$ cat config.mk
export PLATFORM = sky130hd
export DESIGN_NAME = gpio_event_frame_encoder_core
export DESIGN_NICKNAME = d
export VERILOG_FILES = /design/src/sv/gef_pkg.sv /design/src/sv/gef_front.sv /design/src/sv/gef_queue.sv /design/src/sv/gef_back.sv /design/src/sv/gpio_event_frame_encoder_core.sv
export SDC_FILE = /design/constraint.sdc
export NUM_CORES = 1
export LEC_CHECK = 0
export BUFFER_PORTS_ARGS = -buffer_cell sky130_fd_sc_hd__buf_2
export CORE_MARGIN = 2
export CORE_UTILIZATION = 55
export CTS_BUF_LIST = sky130_fd_sc_hd__clkbuf_8
export CTS_CLUSTER_SIZE = 8
export DETAILED_ROUTE_END_ITERATION = 16
export PLACE_DENSITY = 0.77
export RECOVER_POWER = 50
export SKIP_LAST_GASP = 1
export SLEW_MARGIN = 20
export SYNTH_ARGS = -nofsm -noshare
export SYNTH_HDL_FRONTEND = slang
export SYNTH_SLANG_ARGS = --single-unit
export TNS_END_PERCENT = 5
$ cat constraint.sdc
create_clock -name clk -period 5.2 [get_ports clk]
set_input_delay 0.26 -clock clk [delete_from_list [all_inputs] [get_ports clk]]
set_output_delay 0.26 -clock clk [all_outputs]
set_load 0.01 [all_outputs]
$ cat src/sv/gef_pkg.sv
package gef_pkg;

    localparam int PIN_CHANNEL_MAX = 27;
    localparam int PIN_W = PIN_CHANNEL_MAX + 1;
    localparam int PIN_IDX_W = (PIN_W > 1) ? $clog2(PIN_W) : 1;
    localparam logic [7:0] RENDER_CHANNEL_MAX = 8'd255;
    localparam logic [7:0] LABEL_LEN_MAX = 8'd127;

    localparam int WORD_W = 32;
    localparam int DELTA_W = 24;
    localparam int REQ_W = 4;

    localparam logic [WORD_W-1:0] STATE_MASK = 32'h0fff_ffff;
    localparam logic [WORD_W-1:0] SYNC_WORD = 32'hA55A_AA55;
    localparam logic [7:0] HDR_LOW = 8'h00;
    localparam logic [7:0] HDR_HIGH = 8'h20;
    localparam logic [7:0] HDR_LABEL = 8'h80;
    localparam logic [7:0] HDR_SYNC = 8'hA0;
    localparam logic [7:0] HDR_HEX = 8'hC0;
    localparam logic [7:0] HDR_ASCII = 8'hE0;

    localparam int QUEUE_DEPTH = 2;
    localparam int QPTR_W = $clog2(QUEUE_DEPTH);
    localparam int QCNT_W = $clog2(QUEUE_DEPTH + 1);

    typedef enum logic [REQ_W-1:0] {
        REQ_HIGH    = 4'd0,
        REQ_LOW     = 4'd1,
        REQ_TOGGLE  = 4'd2,
        REQ_SYNC    = 4'd3,
        REQ_LABEL   = 4'd4,
        REQ_TEXT    = 4'd5,
        REQ_PAYLOAD = 4'd6,
        REQ_START   = 4'd7,
        REQ_TIMER   = 4'd8
    } req_t;

    typedef enum logic [1:0] {
        ENT_ONE  = 2'd0,
        ENT_TWO  = 2'd1,
        ENT_SYNC = 2'd2
    } ent_kind_t;

    typedef struct packed {
        ent_kind_t         kind;
        logic              end0;
        logic [WORD_W-1:0] w0;
        logic [WORD_W-1:0] w1;
    } entry_t;

endpackage

$ cat src/sv/gef_front.sv
module gef_front (
    input  logic                         clk,
    input  logic                         rst_n,
    input  logic                         accept,
    input  logic [gef_pkg::REQ_W-1:0]    req_type,
    input  logic [gef_pkg::WORD_W-1:0]   tick_now,
    input  logic [7:0]                   channel,
    input  logic                         text_mode,
    input  logic [7:0]                   frame_len,
    input  logic [7:0]                   payload_byte,
    output logic                         push,
    output gef_pkg::entry_t              entry
);
    import gef_pkg::*;

    logic [PIN_W-1:0]  pin_levels_reg, pin_levels_next;
    logic [WORD_W-1:0] last_tick_reg, last_tick_next;
    logic              started_reg, started_next;
    logic              collecting_reg, collecting_next;
    logic [7:0]        bytes_left_reg, bytes_left_next;
    logic [WORD_W-1:0] pack_word_reg, pack_word_next;
    logic [1:0]        pack_fill_reg, pack_fill_next;

    req_t              req;
    logic [WORD_W-1:0] delta_full;
    logic [DELTA_W-1:0] delta;
    logic [PIN_IDX_W-1:0] pin_idx;
    logic              pin_high;
    logic [7:0]        pin_hdr;
    logic [WORD_W-1:0] pin_state;
    logic [WORD_W-1:0] pack_added;
    logic [1:0]        fill_inc;
    logic [7:0]        left_dec;
    logic [WORD_W-1:0] open_word;
    logic [7:0]        text_hdr;

    always_comb
    begin
        req        = req_t'(req_type);
        delta_full = tick_now - last_tick_reg;
        delta      = delta_full[DELTA_W-1:0];
        pin_idx    = channel[PIN_IDX_W-1:0];
        pin_state  = WORD_W'(pin_levels_reg) & STATE_MASK;
        pack_added = pack_word_reg | (WORD_W'(payload_byte) << {pack_fill_reg, 3'b000});
        fill_inc   = pack_fill_reg + 2'd1;
        left_dec   = bytes_left_reg - 8'd1;
        open_word  = {16'd0, frame_len, channel};
        text_hdr   = text_mode ? HDR_ASCII : HDR_HEX;

        if (req == REQ_HIGH)
        begin
            pin_high = 1'b1;
        end
        else if (req == REQ_LOW)
        begin
            pin_high = 1'b0;
        end
        else
        begin
            pin_high = ~pin_levels_reg[pin_idx];
        end
        pin_hdr = (pin_high ? HDR_HIGH : HDR_LOW) | channel;

        pin_levels_next = pin_levels_reg;
        last_tick_next  = last_tick_reg;
        started_next    = started_reg;
        collecting_next = collecting_reg;
        bytes_left_next = bytes_left_reg;
        pack_word_next  = pack_word_reg;
        pack_fill_next  = pack_fill_reg;
        push            = 1'b0;
        entry.kind      = ENT_ONE;
        entry.end0      = 1'b1;
        entry.w0        = '0;
        entry.w1        = '0;

        if (accept)
        begin
            if (req == REQ_START)
            begin
                pin_levels_next = '0;
                last_tick_next  = tick_now;
                started_next    = 1'b1;
                collecting_next = 1'b0;
                bytes_left_next = '0;
                pack_word_next  = '0;
                pack_fill_next  = '0;
            end
            else if (started_reg && (!collecting_reg || req == REQ_PAYLOAD))
            begin
                unique case (req) inside
                    REQ_HIGH, REQ_LOW, REQ_TOGGLE:
                    begin
                        if (channel <= 8'(PIN_CHANNEL_MAX))
                        begin
                            pin_levels_next[pin_idx] = pin_high;
                            last_tick_next = tick_now;
                            push     = 1'b1;
                            entry.w0 = {pin_hdr, delta};
                        end
                    end
                    REQ_SYNC:
                    begin
                        last_tick_next = tick_now;
                        push       = 1'b1;
                        entry.kind = ENT_SYNC;
                        entry.end0 = 1'b0;
                        entry.w0   = {HDR_SYNC, delta};
                        entry.w1   = pin_state;
                    end
                    REQ_LABEL, REQ_TEXT:
                    begin
                        if (channel <= RENDER_CHANNEL_MAX &&
                            (req == REQ_TEXT || frame_len <= LABEL_LEN_MAX))
                        begin
                            push       = 1'b1;
                            entry.end0 = 1'b0;
                            if (req == REQ_TEXT)
                            begin
                                last_tick_next = tick_now;
                                entry.w0 = {text_hdr, delta};
                            end
                            else
                            begin
                                entry.w0 = {HDR_LABEL, DELTA_W'(0)};
                            end
                            bytes_left_next = frame_len;
                            if (frame_len == 8'd0)
                            begin
                                entry.kind      = ENT_TWO;
                                entry.w1        = open_word;
                                pack_word_next  = '0;
                                pack_fill_next  = '0;
                                collecting_next = 1'b0;
                            end
                            else
                            begin
                                pack_word_next  = open_word;
                                pack_fill_next  = 2'd2;
                                collecting_next = 1'b1;
                            end
                        end
                    end
                    REQ_PAYLOAD:
                    begin
                        if (collecting_reg)
                        begin
                            bytes_left_next = left_dec;
                            if (left_dec == 8'd0 || fill_inc == 2'd0)
                            begin
                                push           = 1'b1;
                                entry.w0       = pack_added;
                                entry.end0     = (left_dec == 8'd0);
                                pack_word_next = '0;
                                pack_fill_next = '0;
                                if (left_dec == 8'd0)
                                begin
                                    collecting_next = 1'b0;
                                end
                            end
                            else
                            begin
                                pack_word_next = pack_added;
                                pack_fill_next = fill_inc;
                            end
                        end
                    end
                    REQ_TIMER:
                    begin
                        last_tick_next = tick_now;
                    end
                    default:
                    begin
                    end
                endcase
            end
        end
    end

    always_ff @(posedge clk or negedge rst_n)
    begin
        if (!rst_n)
        begin
            pin_levels_reg <= '0;
            last_tick_reg  <= '0;
            started_reg    <= 1'b0;
            collecting_reg <= 1'b0;
            bytes_left_reg <= '0;
            pack_word_reg  <= '0;
            pack_fill_reg  <= '0;
        end
        else
        begin
            pin_levels_reg <= pin_levels_next;
            last_tick_reg  <= last_tick_next;
            started_reg    <= started_next;
            collecting_reg <= collecting_next;
            bytes_left_reg <= bytes_left_next;
            pack_word_reg  <= pack_word_next;
            pack_fill_reg  <= pack_fill_next;
        end
    end

`ifndef SYNTHESIS
    a_collect_needs_bytes: assert property (@(posedge clk) disable iff (!rst_n)
        collecting_reg |-> (bytes_left_reg != 8'd0 && started_reg))
        else $error("Collecting a frame with no bytes left or before start.");
    a_idle_fill_clear: assert property (@(posedge clk) disable iff (!rst_n)
        !collecting_reg |-> (pack_fill_reg == 2'd0 && pack_word_reg == '0))
        else $error("Packing state left over outside a payload frame.");
    a_no_push_unstarted: assert property (@(posedge clk) disable iff (!rst_n)
        push |-> started_reg)
        else $error("Frame item produced before start.");
`endif

endmodule

$ cat src/sv/gef_queue.sv
module gef_queue (
    input  logic            clk,
    input  logic            rst_n,
    input  logic            push,
    input  gef_pkg::entry_t push_entry,
    input  logic            pop,
    output logic            full,
    output logic            head_valid,
    output gef_pkg::entry_t head
);
    import gef_pkg::*;

    entry_t              mem_reg [QUEUE_DEPTH];
    logic [QPTR_W-1:0]   wr_ptr_reg, wr_ptr_next;
    logic [QPTR_W-1:0]   rd_ptr_reg, rd_ptr_next;
    logic [QCNT_W-1:0]   count_reg, count_next;

    always_comb
    begin
        full        = (count_reg == QCNT_W'(QUEUE_DEPTH));
        head_valid  = (count_reg != '0);
        head        = mem_reg[rd_ptr_reg];
        wr_ptr_next = push ? wr_ptr_reg + 1'b1 : wr_ptr_reg;
        rd_ptr_next = pop ? rd_ptr_reg + 1'b1 : rd_ptr_reg;
        count_next  = count_reg + QCNT_W'(push) - QCNT_W'(pop);
    end

    always_ff @(posedge clk)
    begin
        if (push)
        begin
            mem_reg[wr_ptr_reg] <= push_entry;
        end
    end

    always_ff @(posedge clk or negedge rst_n)
    begin
        if (!rst_n)
        begin
            wr_ptr_reg <= '0;
            rd_ptr_reg <= '0;
            count_reg  <= '0;
        end
        else
        begin
            wr_ptr_reg <= wr_ptr_next;
            rd_ptr_reg <= rd_ptr_next;
            count_reg  <= count_next;
        end
    end

`ifndef SYNTHESIS
    a_no_overflow: assert property (@(posedge clk) disable iff (!rst_n)
        !(push && full))
        else $error("Queue written while full.");
    a_no_underflow: assert property (@(posedge clk) disable iff (!rst_n)
        !(pop && !head_valid))
        else $error("Queue read while empty.");
    a_count_range: assert property (@(posedge clk) disable iff (!rst_n)
        count_reg <= QCNT_W'(QUEUE_DEPTH))
        else $error("Queue count out of range.");
`endif

endmodule

$ cat src/sv/gef_back.sv
module gef_back (
    input  logic                       clk,
    input  logic                       rst_n,
    input  logic                       head_valid,
    input  gef_pkg::entry_t            head,
    output logic                       pop,
    output logic                       m_tvalid,
    input  logic                       m_tready,
    output logic [gef_pkg::WORD_W-1:0] m_tdata,
    output logic                       m_tlast,
    output logic                       m_tuser
);
    import gef_pkg::*;

    logic [1:0]        idx_reg, idx_next;
    logic              out_valid_reg, out_valid_next;
    logic [WORD_W-1:0] out_word_reg, out_word_next;
    logic              out_end_reg, out_end_next;
    logic              out_run_last_reg, out_run_last_next;

    logic [WORD_W-1:0] sel_word;
    logic              sel_end;
    logic              sel_fin;
    logic              load;

    always_comb
    begin
        sel_word = head.w0;
        sel_end  = head.end0;
        sel_fin  = 1'b1;
        unique case (head.kind)
            ENT_ONE:
            begin
                sel_word = head.w0;
                sel_end  = head.end0;
                sel_fin  = 1'b1;
            end
            ENT_TWO:
            begin
                if (idx_reg == 2'd0)
                begin
                    sel_word = head.w0;
                    sel_end  = head.end0;
                    sel_fin  = 1'b0;
                end
                else
                begin
                    sel_word = head.w1;
                    sel_end  = 1'b1;
                    sel_fin  = 1'b1;
                end
            end
            ENT_SYNC:
            begin
                case (idx_reg)
                    2'd0:
                    begin
                        sel_word = head.w0;
                        sel_end  = 1'b0;
                        sel_fin  = 1'b0;
                    end
                    2'd1:
                    begin
                        sel_word = head.w1;
                        sel_end  = 1'b0;
                        sel_fin  = 1'b0;
                    end
                    2'd2:
                    begin
                        sel_word = ~head.w1;
                        sel_end  = 1'b0;
                        sel_fin  = 1'b0;
                    end
                    default:
                    begin
                        sel_word = SYNC_WORD;
                        sel_end  = 1'b1;
                        sel_fin  = 1'b1;
                    end
                endcase
            end
            default:
            begin
                sel_word = head.w0;
                sel_end  = head.end0;
                sel_fin  = 1'b1;
            end
        endcase

        load = head_valid && (!out_valid_reg || m_tready);
        pop  = load && sel_fin;

        idx_next          = idx_reg;
        out_valid_next    = out_valid_reg;
        out_word_next     = out_word_reg;
        out_end_next      = out_end_reg;
        out_run_last_next = out_run_last_reg;

        if (load)
        begin
            idx_next          = sel_fin ? 2'd0 : idx_reg + 2'd1;
            out_valid_next    = 1'b1;
            out_word_next     = sel_word;
            out_end_next      = sel_end;
            out_run_last_next = sel_fin;
        end
        else if (m_tready)
        begin
            out_valid_next = 1'b0;
        end

        m_tvalid = out_valid_reg;
        m_tdata  = out_word_reg;
        m_tlast  = out_end_reg;
        m_tuser  = out_run_last_reg;
    end

    always_ff @(posedge clk)
    begin
        out_word_reg     <= out_word_next;
        out_end_reg      <= out_end_next;
        out_run_last_reg <= out_run_last_next;
    end

    always_ff @(posedge clk or negedge rst_n)
    begin
        if (!rst_n)
        begin
            idx_reg       <= '0;
            out_valid_reg <= 1'b0;
        end
        else
        begin
            idx_reg       <= idx_next;
            out_valid_reg <= out_valid_next;
        end
    end

`ifndef SYNTHESIS
    a_idx_only_multi: assert property (@(posedge clk) disable iff (!rst_n)
        (idx_reg != 2'd0) |-> (head_valid && head.kind != ENT_ONE))
        else $error("Word index advanced on a single-word entry.");
    a_two_idx_range: assert property (@(posedge clk) disable iff (!rst_n)
        (head_valid && head.kind == ENT_TWO) |-> (idx_reg <= 2'd1))
        else $error("Word index beyond a two-word entry.");
    a_end_on_last: assert property (@(posedge clk) disable iff (!rst_n)
        (load && head.kind != ENT_ONE && sel_fin) |-> sel_end)
        else $error("Last word of a multi-word entry does not end its frame.");
`endif

endmodule

$ cat src/sv/gpio_event_frame_encoder_core.sv
// GPIO event frame encoder. Each accepted item is decoded in the cycle it arrives and
// turned into at most one queue entry; a two-entry queue feeds a word sequencer behind
// a registered output. Pin events, payload bytes and all ignored items run at one item
// per cycle while the queue is not full. A sync item produces four words and a label
// or text start with zero length produces two; the sequencer emits one word per cycle
// while m_tready stays high, so the input stalls for the extra words once the queue
// fills. Label and text payload bytes emit a word each time four bytes, counting the
// channel and length bytes that open the payload, have been packed, and on the last
// byte. The output side is taken when m_tvalid and m_tready are both high.
module gpio_event_frame_encoder_core (
    input  logic        clk,
    input  logic        rst_n,
    input  logic        s_tvalid,
    output logic        s_tready,
    // tick_now[31:0], channel[39:32], text_mode[40], frame_len[48:41],
    // payload_byte[56:49], zero pad[63:57].
    input  logic [63:0] s_tdata,
    // req_type[3:0].
    input  logic [3:0]  s_tuser,
    output logic        m_tvalid,
    input  logic        m_tready,
    // frame_word[31:0].
    output logic [31:0] m_tdata,
    // frame_end.
    output logic        m_tlast,
    // run_last[0].
    output logic        m_tuser
);
    import gef_pkg::*;

    logic   accept;
    logic   push;
    entry_t push_entry;
    logic   full;
    logic   head_valid;
    entry_t head;
    logic   pop;

    assign s_tready = ~full;
    assign accept   = s_tvalid & s_tready;

    gef_front u_front (
        .clk          (clk),
        .rst_n        (rst_n),
        .accept       (accept),
        .req_type     (s_tuser),
        .tick_now     (s_tdata[31:0]),
        .channel      (s_tdata[39:32]),
        .text_mode    (s_tdata[40]),
        .frame_len    (s_tdata[48:41]),
        .payload_byte (s_tdata[56:49]),
        .push         (push),
        .entry        (push_entry)
    );

    gef_queue u_queue (
        .clk        (clk),
        .rst_n      (rst_n),
        .push       (push),
        .push_entry (push_entry),
        .pop        (pop),
        .full       (full),
        .head_valid (head_valid),
        .head       (head)
    );

    gef_back u_back (
        .clk        (clk),
        .rst_n      (rst_n),
        .head_valid (head_valid),
        .head       (head),
        .pop        (pop),
        .m_tvalid   (m_tvalid),
        .m_tready   (m_tready),
        .m_tdata    (m_tdata),
        .m_tlast    (m_tlast),
        .m_tuser    (m_tuser)
    );

endmodule

==> results_dict.tcl <==
set metrics [dict create \
    gp_congestion 0.923 \
    setup_viol 0 \
    postCtsSetupBuffers 0 \
    hold-worst-slack_ns 0.0609 \
    initial_core_util 0.557 \
    max_cap_violations 3 \
    h-tree-depth 2 \
    synth_warnings 0 \
    synth_edf_count 160 \
    ys_async_sr_fraction 0.392 \
    synth_fa_ha_area_frac 0.0310 \
    drt_iter0_markers 1297 \
    cts_root_buf "clkbuf_8" \
    yosysUniqueCellTypes 81 \
    placedInstanceArea_mm2 0.0150 \
    die_w_um 166 \
    drive_above_1_share 0.123 \
    crit_buf_inv 3 \
    finalHoldViolCount 0 \
    fmax_mhz 276 \
    grt_pass1_wl_um 58700 \
    final_cell_area_mm2 0.0160 \
    synth_xor_area_frac 0.0152 \
    status "finished with violations" \
    violations "max-capacitance violations, max-slew violations" \
    seq_area_mm2 0.00738 \
    mostFrequentLayoutCells "edfxtp_1, a21oi_1, nor2_1" \
    slowest_delay_ns 0.95 \
    tns_ns 0 \
    p_per_area_mw_per_mm2 499 \
    end_kind "register" \
    synth.avg_cell_area_um2 10.3 \
    antenna_found_initial 0 \
    synth_ff_type "edfxtp_1" \
    synthMuxAreaShare 0.0878 \
    ir_drop_uv 316 \
    fin_nets 1591 \
    gr-usage-all-layers 0.264 \
    worstSetupPathType "in2reg" \
    cts_tree "yes" \
    port_buffers 92 \
    synth_top_area_share 0.334 \
    dpl.hpwl_um 25300 \
    critPathMostFrequentCell "clkbuf_1" \
    worstPathArrival_ns 3.85 \
    synth-compound-area-share 0.180 \
    rsz0062_at_grt "no" \
    synth-seq-cells 263 \
    num_io_pins 108 \
    drcViolationCount 0 \
    ctsResizeCount 0 \
    fp.dieH_um 166 \
    skew_ns 0.0316 \
    coreArea_mm2 0.0258 \
    grt_max_degree 64 \
    fillers 2157 \
    synth-simple-area-share 0.134 \
    rows 59 \
    drt_wl_total_um 36900 \
    required_ns 5.42 \
    cp_top_family "simple AND/OR/NAND/NOR gates" \
    ant_nets 0 \
    leakage_nw 6.51 \
    finalPower_mw 8.00 \
    clock_latency_ns 0.57 \
    cpMaxStageDelayCell "nor4_1" \
    syn_nets 1498 \
    synth_area_leaders "edfxtp_1, dfrtp_1, mux2i_1" \
    worstPathMaxFanout 28 \
    final_common_cell "edfxtp_1" \
    synthCells 1391 \
    path_cells "clkbuf_1 > nor4bb_1 > clkbuf_1 > o21ai_0 > nor4_1 > and3_2 > buf_4" \
    ys_seq_area_frac 0.513 \
    slew_headroom -1.11 \
    first_pass_iters 5 \
    die-area_mm2 0.0275 \
    via_per_inst 6.19 \
    hold_class "in2reg" \
    syn2layout_area_growth_pct 11.5 \
    slew_violations 154 \
    cts_made_buffers 44 \
    multi_input_area_mm2 0.00640 \
    clk_pin_slew_ns 0.06 \
    grt-ovfl-total 0 \
    period_minus_slack_ns 3.63 \
    cp-start-kind "input pin" \
    fin_crit_sh 0.698 \
    final_core_util 0.621 \
    cts_sinks 263 \
    synth_area_mm2 0.0144 \
    yosys.area.top_type "edfxtp_1" \
    largest_register_ffs 126 \
    grt_pass1_vias 10900 \
    synth_top_family_by_area "compound AO/OA/AOI/OAI gates" \
    clk_path_buf_depth 3 \
    tightest_slew_ns 3.16 \
    vias 11500 \
    wl_per_cell_um 19.9 \
]
stage by stage:
stage | worst slack [ns] | instances
global placement | 1.87 | 1743
floorplan | 0.180 | 1391
global route | 1.28 | 1851
finish | 1.57 | 1852
CTS | 1.80 | 1851
detailed placement | 1.82 | 1743
synthesized netlist by cell type, types with 4 or more instances:
library cell	n
xnor2_1	9
nor3b_1	6
ha_1	34
nand3b_1	5
clkbuf_1	56
edfxtp_1	160
inv_1	46
buf_6	4
o31ai_1	8
xor2_1	16
and3_1	30
o21ai_2	12
mux2i_1	88
mux2_2	30
o21ai_0	106
nand2_1	113
nand3_1	15
buf_2	16
nor2_1	135
nor3_1	28
o21ai_1	15
a21oi_1	140
buf_1	13
a22oi_1	21
dfrtp_1	103
a31oi_1	13
and2_1	5
or3_1	8
o22ai_1	13
a21boi_0	7
nand2b_1	10
nor2b_1	8
o21a_1	9
o211ai_1	5
a21o_1	11
nor4_1	8
o22ai_2	5
a221o_1	21
worst reg2reg max path, stage by stage, from the launching register on:
cell and delay, ns:
dfrtp_1 0.58, mux2i_1 0.30, inv_1 0.08, ha_1 0.40
nand2_1 0.37, nand2b_1 0.28, a21oi_1 0.46, nor2b_1 0.16
ha_1 0.31, inv_1 0.04, ha_1 0.18, xnor2_1 0.16
xnor2_1 0.14
area by class of cell:
type	count	share of cell area
sequential	263	0.460
multi-input combinational	992	0.399
timing repair buffer	137	0.0512
clock buffer	50	0.0429
tap	335	0.0261
inverter	46	0.0108
clock inverter	28	0.00944
antenna	1	0.000156
logic make-up after synthesis:
kind of cell | Yosys count
AND/OR/NAND/NOR | 398
adder cells (fa/ha/maj) | 35
XOR/XNOR | 25
AO/OA/AOI/OAI | 414
multiplexers | 120
buffers and inverters | 136
flip-flops | 263
power by group:
group | switching [mW] | internal, mW | leakage, nW | total (mW)
Combinational | 2.11 | 1.25 | 3.12 | 3.36
Sequential | 0.210 | 2.69 | 2.89 | 2.90
Clock | 0.814 | 0.930 | 0.500 | 1.74
Total | 3.13 | 4.87 | 6.51 | 8.00
layer usage:
layer,up-vias,global-route usage,part of all wire
met3,89,0.0427,0.082
met2,546,0.427,0.47
met1,5518,0.362,0.42
met5,-,0,0
li1,5309,-,-
met4,0,0.0991,0.035
final timing paths:
check                                                startpoint                                     end  slack, ns  cells after the start
max                                                  s_tuser[2]        u_queue.mem_reg[1][15]$_DFFE_PP_       1.57                      7
min                                                 s_tdata[42]    u_front.pack_word_reg[9]$_DFFE_PN0P_       0.06                      3
max reg2reg                      u_queue.rd_ptr_reg$_DFFE_PN0P_          u_queue.count_reg[1]$_DFF_PN0_       1.67                     12
min reg2reg                u_front.pack_word_reg[7]$_DFFE_PN0P_    u_front.pack_word_reg[7]$_DFFE_PN0P_       0.49                      1
max in group asynchronous                                 rst_n  u_front.pin_levels_reg[24]$_DFFE_PN0P_       1.91                      3
min in group asynchronous                                 rst_n    u_front.last_tick_reg[5]$_DFFE_PN0P_       1.31                      2
timing repair:
action                     4_1_cts  5_1_grt
setup endpoints to repair        0        0
hold endpoints to repair        83        0
hold buffers                    30        0
Note: power is estimated with default switching activity, not from simulation.
